### src/msxu_pkg.sv
`timescale 1ns / 1ps
`default_nettype none

package msxu_pkg;

   localparam int          SCRATCH_BYTES = 16384;
   localparam logic [31:0] BOOT_VECTOR   = 32'hBFC0_0000;
   localparam logic [31:0] TLBWI_WORD    = 32'h4200_0002;
   localparam logic [31:0] SCRATCH_BASE  = 32'h7000_0000;
   localparam logic [31:0] PHYS_MASK     = 32'h1FFF_FFFF;

   // major opcodes
   localparam logic [5:0] OP_SPECIAL = 6'h00;
   localparam logic [5:0] OP_BNE     = 6'h05;
   localparam logic [5:0] OP_ADDI    = 6'h08;
   localparam logic [5:0] OP_ADDIU   = 6'h09;
   localparam logic [5:0] OP_SLTI    = 6'h0A;
   localparam logic [5:0] OP_ORI     = 6'h0D;
   localparam logic [5:0] OP_LUI     = 6'h0F;
   localparam logic [5:0] OP_COP0    = 6'h10;
   localparam logic [5:0] OP_SW      = 6'h2B;

   // special function codes
   localparam logic [5:0] FN_JR   = 6'h08;
   localparam logic [5:0] FN_SYNC = 6'h0F;

   // cop0 move formats
   localparam logic [4:0] CP0_MF = 5'd0;
   localparam logic [4:0] CP0_MT = 5'd4;

   typedef enum logic [2:0] {
      ST_EXECUTED        = 3'd0,
      ST_UNKNOWN_SPECIAL = 3'd1,
      ST_ILLEGAL         = 3'd2,
      ST_STOPPED         = 3'd3,
      ST_COP0_MOVE       = 3'd4
   } status_type;

   typedef struct packed {
      logic        en;
      logic [4:0]  addr;
      logic [31:0] data;
   } rf_write_type;

endpackage

`default_nettype wire

### src/msxu_regfile.sv
`timescale 1ns / 1ps
`default_nettype none

// 32x32 register file: one synchronous memory, two registered read ports,
// one write port. Valid bits make unwritten entries read as zero after reset.
module msxu_regfile (
   input  wire                         clock,
   input  wire                         reset,
   input  wire                         rd_en,
   input  wire [4:0]                   rs_addr,
   input  wire [4:0]                   rt_addr,
   input  wire msxu_pkg::rf_write_type wr,
   output logic [31:0]                 rs_data,
   output logic [31:0]                 rt_data
);

   logic [31:0] mem [32];
   logic [31:0] entry_valid_ff;

   logic [31:0] rs_mem_ff;
   logic [31:0] rt_mem_ff;
   logic        rs_valid_ff;
   logic        rt_valid_ff;
   logic [4:0]  rs_addr_ff;
   logic [4:0]  rt_addr_ff;

   // last write, used to bypass a write landing on the same edge as the read
   msxu_pkg::rf_write_type last_wr_ff;

   always_ff @(posedge clock) begin
      if (wr.en) begin
         mem[wr.addr] <= wr.data;
      end
   end

   always_ff @(posedge clock) begin
      if (rd_en) begin
         rs_mem_ff  <= mem[rs_addr];
         rt_mem_ff  <= mem[rt_addr];
         rs_addr_ff <= rs_addr;
         rt_addr_ff <= rt_addr;
      end
   end

   always_ff @(posedge clock) begin
      if (reset) begin
         entry_valid_ff <= '0;
         rs_valid_ff    <= 1'b0;
         rt_valid_ff    <= 1'b0;
         last_wr_ff     <= '0;
      end else begin
         if (rd_en) begin
            rs_valid_ff <= entry_valid_ff[rs_addr];
            rt_valid_ff <= entry_valid_ff[rt_addr];
         end
         if (wr.en) begin
            entry_valid_ff[wr.addr] <= 1'b1;
            last_wr_ff              <= wr;
         end
      end
   end

   always_comb begin
      if (last_wr_ff.en && last_wr_ff.addr == rs_addr_ff) begin
         rs_data = last_wr_ff.data;
      end else begin
         rs_data = rs_valid_ff ? rs_mem_ff : '0;
      end
      if (last_wr_ff.en && last_wr_ff.addr == rt_addr_ff) begin
         rt_data = last_wr_ff.data;
      end else begin
         rt_data = rt_valid_ff ? rt_mem_ff : '0;
      end
   end

endmodule

`default_nettype wire

### src/mips_subset_execute_unit_core.sv
`timescale 1ns / 1ps
`default_nettype none

// Execute unit for a small MIPS32 integer subset.
// Request channel (req_valid / req_ready / req_instruction): one fetched
// instruction word per request, taken at the current program counter.
// Response channel (rsp_valid / rsp_ready / rsp_*): exactly one response per
// request, in order: a status code, an optional word store (translated to a
// scratchpad offset or a bus physical address, else as is) and the next fetch
// address. The execute stage holds an accepted request while the register
// file read for it lands, then registers its result in the response register.
// Throughput: one request per cycle while rsp_ready is high. The register
// file read at accept time lands in the read registers of the memory, and
// the write of the instruction ahead of it is bypassed, so back-to-back
// dependent instructions run at full rate.
// Reset: register file reads as zero (per-entry valid bits), program counter
// at the boot vector, no pending branch, unit running. Reset takes effect at
// once; there is no clearing pass.
// Stall: while a response waits with rsp_ready low the response register
// holds, the execute stage holds its request and req_ready drops once that
// stage is occupied. After an unknown or illegal code the unit answers every
// further request with the stopped status until reset.
module mips_subset_execute_unit_core (
   input  wire         clock,
   input  wire         reset,
   input  wire         req_valid,
   output logic        req_ready,
   input  wire  [31:0] req_instruction,
   output logic        rsp_valid,
   input  wire         rsp_ready,
   output logic [2:0]  rsp_status,
   output logic        rsp_store_valid,
   output logic        rsp_store_to_scratchpad,
   output logic [31:0] rsp_store_address,
   output logic [31:0] rsp_store_data,
   output logic [31:0] rsp_fetch_address
);

   // ---------------------------------------------------------------
   // Handshake and execute stage
   // ---------------------------------------------------------------
   logic        accept;
   logic        out_free;
   logic        s1_adv;
   logic        s1_valid_ff;
   logic [31:0] s1_inst_ff;
   logic        rsp_valid_ff;

   assign out_free  = !rsp_valid_ff || rsp_ready;
   assign s1_adv    = s1_valid_ff && out_free;
   assign req_ready = !s1_valid_ff || out_free;
   assign accept    = req_valid && req_ready;

   always_ff @(posedge clock) begin
      if (reset) begin
         s1_valid_ff <= 1'b0;
      end else if (accept) begin
         s1_valid_ff <= 1'b1;
      end else if (s1_adv) begin
         s1_valid_ff <= 1'b0;
      end
   end

   always_ff @(posedge clock) begin
      if (accept) begin
         s1_inst_ff <= req_instruction;
      end
   end

   // ---------------------------------------------------------------
   // Register file
   // ---------------------------------------------------------------
   msxu_pkg::rf_write_type rf_wr;
   logic [31:0]            a_val;
   logic [31:0]            b_val;

   msxu_regfile u_regfile (
      .clock   (clock),
      .reset   (reset),
      .rd_en   (accept),
      .rs_addr (req_instruction[25:21]),
      .rt_addr (req_instruction[20:16]),
      .wr      (rf_wr),
      .rs_data (a_val),
      .rt_data (b_val)
   );

   // ---------------------------------------------------------------
   // Architectural state
   // ---------------------------------------------------------------
   logic [31:0] pc_ff,      pc_in;
   logic        pending_ff, pending_in;
   logic [31:0] target_ff,  target_in;
   logic        stopped_ff, stopped_in;

   always_ff @(posedge clock) begin
      if (reset) begin
         pc_ff      <= msxu_pkg::BOOT_VECTOR;
         pending_ff <= 1'b0;
         target_ff  <= '0;
         stopped_ff <= 1'b0;
      end else begin
         pc_ff      <= pc_in;
         pending_ff <= pending_in;
         target_ff  <= target_in;
         stopped_ff <= stopped_in;
      end
   end

   // ---------------------------------------------------------------
   // Decode and execute
   // ---------------------------------------------------------------
   logic [5:0]  op;
   logic [4:0]  rs;
   logic [4:0]  rt;
   logic [15:0] imm;
   logic [31:0] imm_sext;
   logic [31:0] addr_sum;
   logic [31:0] scratch_off;
   logic        in_scratch;
   logic        bus_fold;
   logic [31:0] pc_plus4;

   assign op       = s1_inst_ff[31:26];
   assign rs       = s1_inst_ff[25:21];
   assign rt       = s1_inst_ff[20:16];
   assign imm      = s1_inst_ff[15:0];
   assign imm_sext = {{16{imm[15]}}, imm};
   assign addr_sum = a_val + imm_sext;
   assign pc_plus4 = pc_ff + 32'd4;

   // scratchpad window is inclusive of its base, exclusive of base + size
   assign scratch_off = addr_sum - msxu_pkg::SCRATCH_BASE;
   assign in_scratch  = (addr_sum >= msxu_pkg::SCRATCH_BASE) &&
                        (scratch_off < 32'(msxu_pkg::SCRATCH_BYTES));
   // low user space, kseg1, and the top of kseg0 fold to physical
   assign bus_fold = !addr_sum[31] || (addr_sum[31:29] == 3'b101) ||
                     (addr_sum[31:22] == 10'b1001_1111_11);

   msxu_pkg::status_type status;
   logic        halt;
   logic        take;
   logic [31:0] take_target;
   logic        wr_req;
   logic [31:0] wr_val;
   logic        st_valid;
   logic        st_scratch;
   logic [31:0] st_addr;

   always_comb begin
      status      = msxu_pkg::ST_EXECUTED;
      halt        = 1'b0;
      take        = 1'b0;
      take_target = a_val;
      wr_req      = 1'b0;
      wr_val      = addr_sum;
      st_valid    = 1'b0;
      st_scratch  = 1'b0;
      st_addr     = '0;

      if (stopped_ff) begin
         status = msxu_pkg::ST_STOPPED;
      end else if (s1_inst_ff != msxu_pkg::TLBWI_WORD) begin
         case (op)
            msxu_pkg::OP_SPECIAL: begin
               if (s1_inst_ff != '0) begin
                  if (s1_inst_ff[5:0] == msxu_pkg::FN_JR) begin
                     if (s1_inst_ff[20:6] != '0) begin
                        status = msxu_pkg::ST_ILLEGAL;
                        halt   = 1'b1;
                     end else begin
                        take        = 1'b1;
                        take_target = a_val;
                     end
                  end else if (s1_inst_ff[5:0] != msxu_pkg::FN_SYNC) begin
                     status = msxu_pkg::ST_UNKNOWN_SPECIAL;
                     halt   = 1'b1;
                  end
               end
            end
            msxu_pkg::OP_BNE: begin
               if (a_val != b_val) begin
                  take        = 1'b1;
                  take_target = pc_plus4 + {imm_sext[29:0], 2'b00};
               end
            end
            msxu_pkg::OP_ADDI, msxu_pkg::OP_ADDIU: begin
               wr_req = 1'b1;
               wr_val = addr_sum;
            end
            msxu_pkg::OP_SLTI: begin
               wr_req = 1'b1;
               wr_val = {31'd0, ($signed(a_val) < $signed(imm_sext))};
            end
            msxu_pkg::OP_ORI: begin
               wr_req = 1'b1;
               wr_val = a_val | {16'd0, imm};
            end
            msxu_pkg::OP_LUI: begin
               wr_req = 1'b1;
               wr_val = {imm, 16'd0};
            end
            msxu_pkg::OP_COP0: begin
               if (rs == msxu_pkg::CP0_MF || rs == msxu_pkg::CP0_MT) begin
                  status = msxu_pkg::ST_COP0_MOVE;
               end else begin
                  status = msxu_pkg::ST_ILLEGAL;
                  halt   = 1'b1;
               end
            end
            msxu_pkg::OP_SW: begin
               st_valid = 1'b1;
               if (in_scratch) begin
                  st_scratch = 1'b1;
                  st_addr    = scratch_off;
               end else if (bus_fold) begin
                  st_addr = addr_sum & msxu_pkg::PHYS_MASK;
               end else begin
                  st_addr = addr_sum;
               end
            end
            default: begin
               status = msxu_pkg::ST_ILLEGAL;
               halt   = 1'b1;
            end
         endcase
      end
   end

   // Advance the program counter and the delay-slot target; hold them and the
   // pending flag when stopped or stopping.
   logic commit;

   assign commit = s1_adv && !stopped_ff && !halt;

   always_comb begin
      pc_in      = pc_ff;
      pending_in = pending_ff;
      target_in  = target_ff;
      stopped_in = stopped_ff;
      if (s1_adv && !stopped_ff && halt) begin
         stopped_in = 1'b1;
      end
      if (commit) begin
         pc_in      = pending_ff ? target_ff : pc_plus4;
         pending_in = take;
         if (take) begin
            target_in = take_target;
         end
      end
   end

   // drop writes to register zero
   assign rf_wr = '{en:   commit && wr_req && (rt != 5'd0),
                    addr: rt,
                    data: wr_val};

   // ---------------------------------------------------------------
   // Response register
   // ---------------------------------------------------------------
   logic [2:0]  rsp_status_ff;
   logic        rsp_store_valid_ff;
   logic        rsp_scratch_ff;
   logic [31:0] rsp_addr_ff;
   logic [31:0] rsp_data_ff;
   logic [31:0] rsp_fetch_ff;

   always_ff @(posedge clock) begin
      if (reset) begin
         rsp_valid_ff <= 1'b0;
      end else if (s1_adv) begin
         rsp_valid_ff <= 1'b1;
      end else if (rsp_ready) begin
         rsp_valid_ff <= 1'b0;
      end
   end

   always_ff @(posedge clock) begin
      if (s1_adv) begin
         rsp_status_ff      <= status;
         rsp_store_valid_ff <= st_valid;
         rsp_scratch_ff     <= st_scratch;
         rsp_addr_ff        <= st_addr;
         rsp_data_ff        <= st_valid ? b_val : '0;
         rsp_fetch_ff       <= pc_in;
      end
   end

   assign rsp_valid               = rsp_valid_ff;
   assign rsp_status              = rsp_status_ff;
   assign rsp_store_valid         = rsp_store_valid_ff;
   assign rsp_store_to_scratchpad = rsp_scratch_ff;
   assign rsp_store_address       = rsp_addr_ff;
   assign rsp_store_data          = rsp_data_ff;
   assign rsp_fetch_address       = rsp_fetch_ff;

   // ---------------------------------------------------------------
   // Assertions
   // ---------------------------------------------------------------
   a_no_zero_write: assert property (@(posedge clock) disable iff (reset)
      rf_wr.en |-> rf_wr.addr != 5'd0)
      else $error("register zero written");

   a_stopped_status: assert property (@(posedge clock) disable iff (reset)
      (s1_adv && stopped_ff) |=> rsp_status == msxu_pkg::ST_STOPPED)
      else $error("stopped unit reported a non-stopped status");

   a_stopped_pc_hold: assert property (@(posedge clock) disable iff (reset)
      stopped_ff |=> $stable(pc_ff) && stopped_ff)
      else $error("program counter moved while stopped");

   a_fetch_matches_pc: assert property (@(posedge clock) disable iff (reset)
      s1_adv |=> rsp_fetch_address == pc_ff)
      else $error("fetch address differs from program counter");

endmodule

`default_nettype wire

### config.mk
export PLATFORM = sky130hd
export DESIGN_NAME = mips_subset_execute_unit_core
export DESIGN_NICKNAME = d
export VERILOG_FILES = /design/src/msxu_pkg.sv /design/src/msxu_regfile.sv /design/src/mips_subset_execute_unit_core.sv
export SDC_FILE = /design/constraint.sdc
export NUM_CORES = 2
export LEC_CHECK = 0
export BUFFER_PORTS_ARGS = -buffer_cell sky130_fd_sc_hd__buf_2
export CELL_PAD_IN_SITES_DETAIL_PLACEMENT = 0
export CELL_PAD_IN_SITES_GLOBAL_PLACEMENT = 2
export CORE_MARGIN = 8
export CORE_UTILIZATION = 43
export DETAILED_ROUTE_END_ITERATION = 12
export GPL_ROUTABILITY_DRIVEN = 0
export PLACE_DENSITY_LB_ADDON = 0.1
export SLEW_MARGIN = 40
export SYNTH_ARGS = -nofsm -noshare
export SYNTH_HDL_FRONTEND = slang
export SYNTH_SLANG_ARGS = --single-unit
### constraint.sdc
create_clock -name clock -period 5.7 [get_ports clock]
set_input_delay 1.425 -clock clock [delete_from_list [all_inputs] [get_ports clock]]
set_output_delay 1.425 -clock clock [all_outputs]
set_load 0.01 [all_outputs]
Word-level counts from Yosys, hierarchy flattened. Memory sizes are Yosys's and may differ from the RTL's. A register that Yosys moved wholly into a read port is not among the register bits. Index checks and enable logic that the tools add are counted.

Bits in registers: 283. RAM bits: 1024. Output and inout bits: 103. Word-level logic and storage cells: 144. Memories kept: 1.

Memory list: u_regfile.mem (words 32, width 32, rd ports 2, clocked after memory_dff 2, write ports 1, RTL line msxu_regfile.sv:17) `logic [31:0] mem [32];`.

Add/subtract/negate cells: 4. Order comparisons: 7. Eq/ne operators: 17. Muxes and demuxes: 56. Bitwise gates (word level): 4. Reduce and logical (&&, ||, !) cells: 33.

Operators by type and width (number): 2-to-1 mux 32 bit (14); case mux 32 bit (3 select lines) (1); adder 32 bit (2); equality test 6 x 4 -> 1 bit (second input constant) (6); adder 32 x 3 -> 32 bit (second input constant) (1); greater-or-equal comparator 32 x 31 -> 1 bit (second input constant) (1); < comparator 32 x 15 -> 1 bit (second input constant) (1); < comparator 32 x 16 -> 1 bit (1); != test 32 x 31 -> 1 bit (second input constant) (1); != test 32 bit (1); OR 32 x 16 -> 32 bit (1); OR 32 bit (1); nonzero test 32 bit (1); subtractor 32 x 31 -> 32 bit (second input constant) (1); 2-to-1 mux 1 bit (30); < comparator 5 x 6 -> 1 bit (second input constant) (3); nonzero test 15 bit (1); logical AND 1 bit (11); binary-select mux 1 bit (select 5 bit) (2); equality test 10 bit (second input constant) (1); equality test 5 bit (2); 2-to-1 mux 3 bit (3); case mux 3 bit (3 select lines) (1); OR reduction 7 bit (1); 22 further kinds (33).

Longest topological paths before layout.
Depth after elaboration: 13. Depth in mapped cells: 24. Gate-level depth less buffers: 21.

Cells and area by module. Synthesis repeated with hierarchy kept, for this count alone.

Cell total of the unflattened synthesis: 4038. Area, all modules: 66799.1 µm².

Modules (own cells, without submodules): msxu_regfile (instances 1, cells each 2542, area an instance 52948.3 µm², sequential area each 34413.0 µm²); mips_subset_execute_unit_core (instances 1, cells each 1496, area an instance 13850.8 µm², sequential area each 5355.1 µm²).

Worst setup path before layout. OpenSTA, ideal clock, no wires.

Path type: reg-to-reg. From: register s1_inst_ff[24]. To: memory u_regfile.mem[0][30], data pin. Setup time: 465 ps. Arrival time: 5390 ps. Path slack: -155 ps. Stages on the path, launching flop included: 18. Clock period less this slack: 5855 ps. Cell sequence: edfxtp_1 > xor2_1 > nor4_4 > and2_4 > buf_6 > buf_6 > o21ai_1 > ha_1 > or2_2 > a2111o_1 > a31oi_1 > o21ai_0 > a31oi_1 > a211oi_1 > a211oi_1 > mux2i_1 > and3_1 > a21boi_0.

RTL lines: start: declaration (RTL line mips_subset_execute_unit_core.sv:46) `logic [31:0] s1_inst_ff;`; start signal: assignment (RTL line mips_subset_execute_unit_core.sv:66) `s1_inst_ff <= req_instruction;`; end: declaration (RTL line msxu_regfile.sv:17).

Final worst setup path.
From: register s1_inst_ff[24]. To: register rsp_addr_ff[29] (netlist: rsp_store_address[29]), data pin.

Longest elaborated chain between the ends: 3.

Ends and longest elaborated chain: != test 32 x 31 -> 1 bit (RTL line mips_subset_execute_unit_core.sv:163) `end else if (s1_inst_ff != msxu_pkg::TLBWI_WORD) begin`; NOT 1 bit (no line); OR reduction 3 bit (no line); end signal: assignment (RTL line mips_subset_execute_unit_core.sv:283) `rsp_addr_ff <= st_addr;`; end: declaration (RTL line mips_subset_execute_unit_core.sv:264) `logic [31:0] rsp_addr_ff;`.

Every way passes these cells. A chain may end at the register's enable or synchronous reset.

==> flow_metrics.py <==
metrics = {
    "logic_synthesis": {
        "synth-xor-area-share_pct": 1.57,
        "synth_area_per_cell_um2": 16.7,
        "yosys.area.top_type": "sky130_fd_sc_hd__edfxtp_1",
        "flip_flop_and_latch_count_after_synthesis": 1361,
        "synth_seq_area_share_pct": 59.4,
        "postSynth.asyncResetShare_pct": 0,
        "synth_cell_types": 86,
        "synthesis.area_um2": 66400,
        "synth_compound_gate_area_share_pct": 4.59,
        "instance_count_of_the_mapped_netlist": 3980,
        "synth_simple_gate_area_share_pct": 5.69,
        "synth_top_family_by_area": "multiplexers",
        "yosys-top-cells-area": "sky130_fd_sc_hd__edfxtp_1 (55%), sky130_fd_sc_hd__mux4_2 (22%), sky130_fd_sc_hd__dfxtp_1 (4.2%), sky130_fd_sc_hd__ha_1 (2.2%), sky130_fd_sc_hd__nor2_1 (1.4%)",
        "synthMuxAreaShare_pct": 24.3,
        "post_synth_fa_ha_maj_area_fraction_pct": 2.28,
        "count_of_flip_flops_with_a_built_in_enable_after_synthesis": 1221,
        "dominant_register_cell_in_the_synthesized_netlist": "sky130_fd_sc_hd__edfxtp_1",
        "post-synth-top-area-fraction_pct": 55.2,
        "ys_warn_count": 0,
    },
    "power_and_ir_drop": {
        "p_per_area_nw_per_um2": 296,
        "leakagePower_nw": 25.4,
        "vdd.ir_drop.worst_mv": 0.280,
    },
    "floorplanning": {
        "die_ar_um2": 167000,
        "die_width_um": 409,
        "start_util_pct": 43.2,
        "rows": 144,
        "core_um2": 154000,
        "ioPinCount": 139,
        "die_height_um": 409,
    },
    "critical_path": {
        "end_kind": "register",
        "crit_type": "register to register",
        "cpMaxStageDelayCell": "sky130_fd_sc_hd__a2111o_1",
        "critical_path.reg2reg.startpoint": "s1_inst_ff[24]",
        "timing.critical_path.arrival_ns": 5.86,
        "critical_path.max_stage_delay_ns": 0.48,
        "crit_path_start_kind": "register",
        "crit_path_frequent_cell": "sky130_fd_sc_hd__inv_1",
        "crit_fanout": 12,
        "crit_path_cell_trace": "xor2_1 -> nor4_4 -> buf_4 -> and2_4 -> o21ai_1 -> ha_1 -> inv_1 -> fa_1 -> o21bai_1 -> a2111o_1 -> a31oi_1 -> o21ai_0 -> a31oi_1 -> a211oi_1 -> a211oi_1 -> xnor2_1 -> inv_1 -> ha_1 -> inv_1 -> a41oi_1 -> nor3_2 -> a2bb2o_1",
        "cp.required_ns": 6.23,
        "cp-startpoint": "s1_inst_ff[24]",
    },
    "finish": {
        "final.fill_count": 12804,
        "final_area_um2": 76600,
        "regArea_um2": 39500,
        "layout.nets": 4412,
        "post_route_cells_drive_above_1_share_pct": 33.4,
        "synthToLayoutAreaGrowth_pct": 15.4,
        "multiInputGateArea_um2": 26100,
    },
    "clocking": {
        "cts_max_path_buffers": 3,
        "tritoncts_clock_tree": "yes",
        "clk_pin_slew_worst_paths_ns": 0.06,
        "cts_hold_buf": 0,
        "clock-sinks": 1361,
        "clk_latency_ns": 0.78,
        "postCtsSetupBuffers": 0,
        "clock_tree_root": "sky130_fd_sc_hd__clkbuf_16",
        "h-tree-depth": 4,
        "cts_buf_count": 150,
        "postCtsResizedCells": 0,
    },
    "drt": {
        "route.detailed.drc": 0,
        "avgRoutedWirePerCell_um": 32.9,
        "wirelength_um": 211000,
        "drt_first_iter_violations": 4348,
        "drt-vias-per-instance": 6.16,
        "routed-via-count": 39532,
        "antenna_violating_nets_post_route": 0,
        "number_of_iterations_in_the_first_detailed_routing_pass": 5,
    },
    "place": {
        "port_buffers": 138,
        "detailed_place.area_um2": 71600,
        "place_hpwl_um": 136000,
    },
    "sta": {
        "min_period_ns": 5.34,
        "fin_skew_ns": 0.0368,
        "slew_viol_final": 0,
        "setup_viol_count_final": 0,
        "min_period_over_period_pct": 93.6,
        "upper_clock_frequency_limit_mhz": 187,
        "final_hold_violation_count": 0,
        "rsz0062_at_grt": "false",
        "whs_ns": 0.480,
        "slew_headroom_pct": 36.5,
        "timing.setup.tns_ns": 0,
        "max_slew.worst_pin.slew_ns": 0.943,
    },
    "grt": {
        "grt_overflow_total": 0,
        "grt_max_degree": 79,
        "number_of_global_route_vias_before_repair": 39577,
        "wire_length_of_the_first_global_routing_pass_um": 301000,
        "gr-usage-all-layers_pct": 24.8,
        "antenna_found_initial": 9,
    },
    "status": {
        "run_status": "complete, no violations",
    },
    "flow_run": {
        "timing.max_cap.violations": 0,
    },
    "worst_hold_path": {
        "hold_crit_start": "u_regfile.entry_valid_ff[0]",
        "hold_class": "register to register",
    },
}
[sequential cells by signal (all words and copies together), names as in the netlist, 3 cells and up]
signal / count
u_regfile.mem: 1024
u_regfile.last_wr_ff: 38
pc_ff: 32
rsp_fetch_address: 32
rsp_store_address: 32
rsp_store_data: 32
s1_inst_ff: 32
target_ff: 32
u_regfile.entry_valid_ff: 32
u_regfile.rs_mem_ff: 32
u_regfile.rt_mem_ff: 32
rsp_status: 3
[power breakdown]
part	switching [W]	total, W	internal (W)
sequential	0.0000772	0.0111	0.0110
clock	0.00418	0.00986	0.00568
combinational	0.000987	0.00172	0.000733
[final timing paths]
kind | to | slack (ns) | cells past startpoint
min reg2reg | u_regfile.entry_valid_ff[0] | 0.48 | 1
max | rsp_store_address[29] | 0.36 | 22
max reg2reg | rsp_store_address[29] | 0.36 | 22
min | u_regfile.entry_valid_ff[0] | 0.48 | 1
[logic make-up after synthesis]
group / Yosys count
adders and majority gates: 120
and+or+nand+nor: 784
DFF: 1361
other: 1
muxes: 777
AOI/OAI and AO/OA: 468
xor gates and xnor gates: 119
buffers and inverters: 350
[cells in the final DEF (no fill, tap or decap), types with 19 or more instances in the layout]
cell type | synthesis | routed
sky130_fd_sc_hd__a211oi_2 | 22 | 22
sky130_fd_sc_hd__a21o_1 | 26 | 25
sky130_fd_sc_hd__a21oi_1 | 139 | 138
sky130_fd_sc_hd__buf_12 | 0 | 55
sky130_fd_sc_hd__buf_2 | 10 | 128
sky130_fd_sc_hd__buf_4 | 6 | 164
sky130_fd_sc_hd__clkbuf_1 | 186 | 31
sky130_fd_sc_hd__clkbuf_16 | 0 | 152
sky130_fd_sc_hd__clkinv_1 | 0 | 19
sky130_fd_sc_hd__clkinv_2 | 0 | 26
sky130_fd_sc_hd__conb_1 | 1 | 32
sky130_fd_sc_hd__dfxtp_1 | 140 | 138
sky130_fd_sc_hd__edfxtp_1 | 1221 | 1221
sky130_fd_sc_hd__ha_1 | 118 | 118
sky130_fd_sc_hd__inv_1 | 78 | 76
sky130_fd_sc_hd__mux2_2 | 71 | 71
sky130_fd_sc_hd__mux2i_1 | 46 | 46
sky130_fd_sc_hd__mux4_2 | 660 | 660
sky130_fd_sc_hd__nand2_1 | 209 | 209
sky130_fd_sc_hd__nand3_1 | 85 | 85
sky130_fd_sc_hd__nor2_1 | 242 | 216
sky130_fd_sc_hd__nor2_4 | 1 | 28
sky130_fd_sc_hd__nor2b_1 | 73 | 73
sky130_fd_sc_hd__nor3_1 | 38 | 36
sky130_fd_sc_hd__o21ai_0 | 97 | 86
sky130_fd_sc_hd__o21ai_1 | 21 | 28
sky130_fd_sc_hd__xnor2_1 | 77 | 77
sky130_fd_sc_hd__xor2_1 | 42 | 42
[per-layer routing]
metal	wire length, um	GRT usage (%)	up-vias
met3	14100	4.01	270
li1	-	-	16676
met4	4990	5.67	0
met1	90300	35.4	21056
met5	0	0	-
met2	102000	40.4	1530
[layout make-up]
type	count	share of cell area (%)
clock inverter	81	1.31
sequential	1361	51.5
antenna	1	0.00326
inverter	84	0.423
timing repair buffer	359	4.11
tap	2044	3.34
clock buffer	189	5.22
multi-input combinational	2300	34.1
[cells in the mapped netlist (14+ instances only)]
master	n
sky130_fd_sc_hd__a211oi_1	15
sky130_fd_sc_hd__a31oi_1	17
sky130_fd_sc_hd__a21oi_1	139
sky130_fd_sc_hd__o22ai_1	21
sky130_fd_sc_hd__mux4_2	660
sky130_fd_sc_hd__o21bai_1	15
sky130_fd_sc_hd__nor2b_1	73
sky130_fd_sc_hd__xor2_1	42
sky130_fd_sc_hd__buf_1	50
sky130_fd_sc_hd__inv_1	78
sky130_fd_sc_hd__mux2i_1	46
sky130_fd_sc_hd__clkbuf_1	186
sky130_fd_sc_hd__nand4_1	18
sky130_fd_sc_hd__edfxtp_1	1221
sky130_fd_sc_hd__dfxtp_1	140
sky130_fd_sc_hd__buf_6	14
sky130_fd_sc_hd__nand3_1	85
sky130_fd_sc_hd__nor3_1	38
sky130_fd_sc_hd__o21ai_1	21
sky130_fd_sc_hd__mux2_2	71
sky130_fd_sc_hd__a21o_1	26
sky130_fd_sc_hd__a211oi_2	22
sky130_fd_sc_hd__or2_2	15
sky130_fd_sc_hd__nor2_1	242
sky130_fd_sc_hd__and3_1	19
sky130_fd_sc_hd__o21ai_0	97
sky130_fd_sc_hd__xnor2_1	77
sky130_fd_sc_hd__ha_1	118
sky130_fd_sc_hd__nand2_1	209
[metrics by stage]
step	std cells	power, W	setup WS, ns	utilization (%)
2_1_floorplan	4011	0.0124	0.0349	-
5_1_grt	6418	0.0233	0.0115	49.9
6_report	6419	0.0227	0.365	49.9
3_5_place_dp	6147	0.0130	0.296	46.6
3_3_place_gp	6143	0.0130	0.273	46.5
4_1_cts	6417	0.0229	0.300	49.8
[critical path: cells and delay by family, from the launching register on]
kind | cells | cell delay [ns]
buffers and inverters | 4 | 0.46
adders and majority gates | 3 | 0.56
DFF | 1 | 0.39
AOI/OAI and AO/OA | 10 | 2.74
xor gates and xnor gates | 2 | 0.37
and+or+nand+nor | 3 | 0.59
Note: power is estimated with default switching activity, not from simulation.
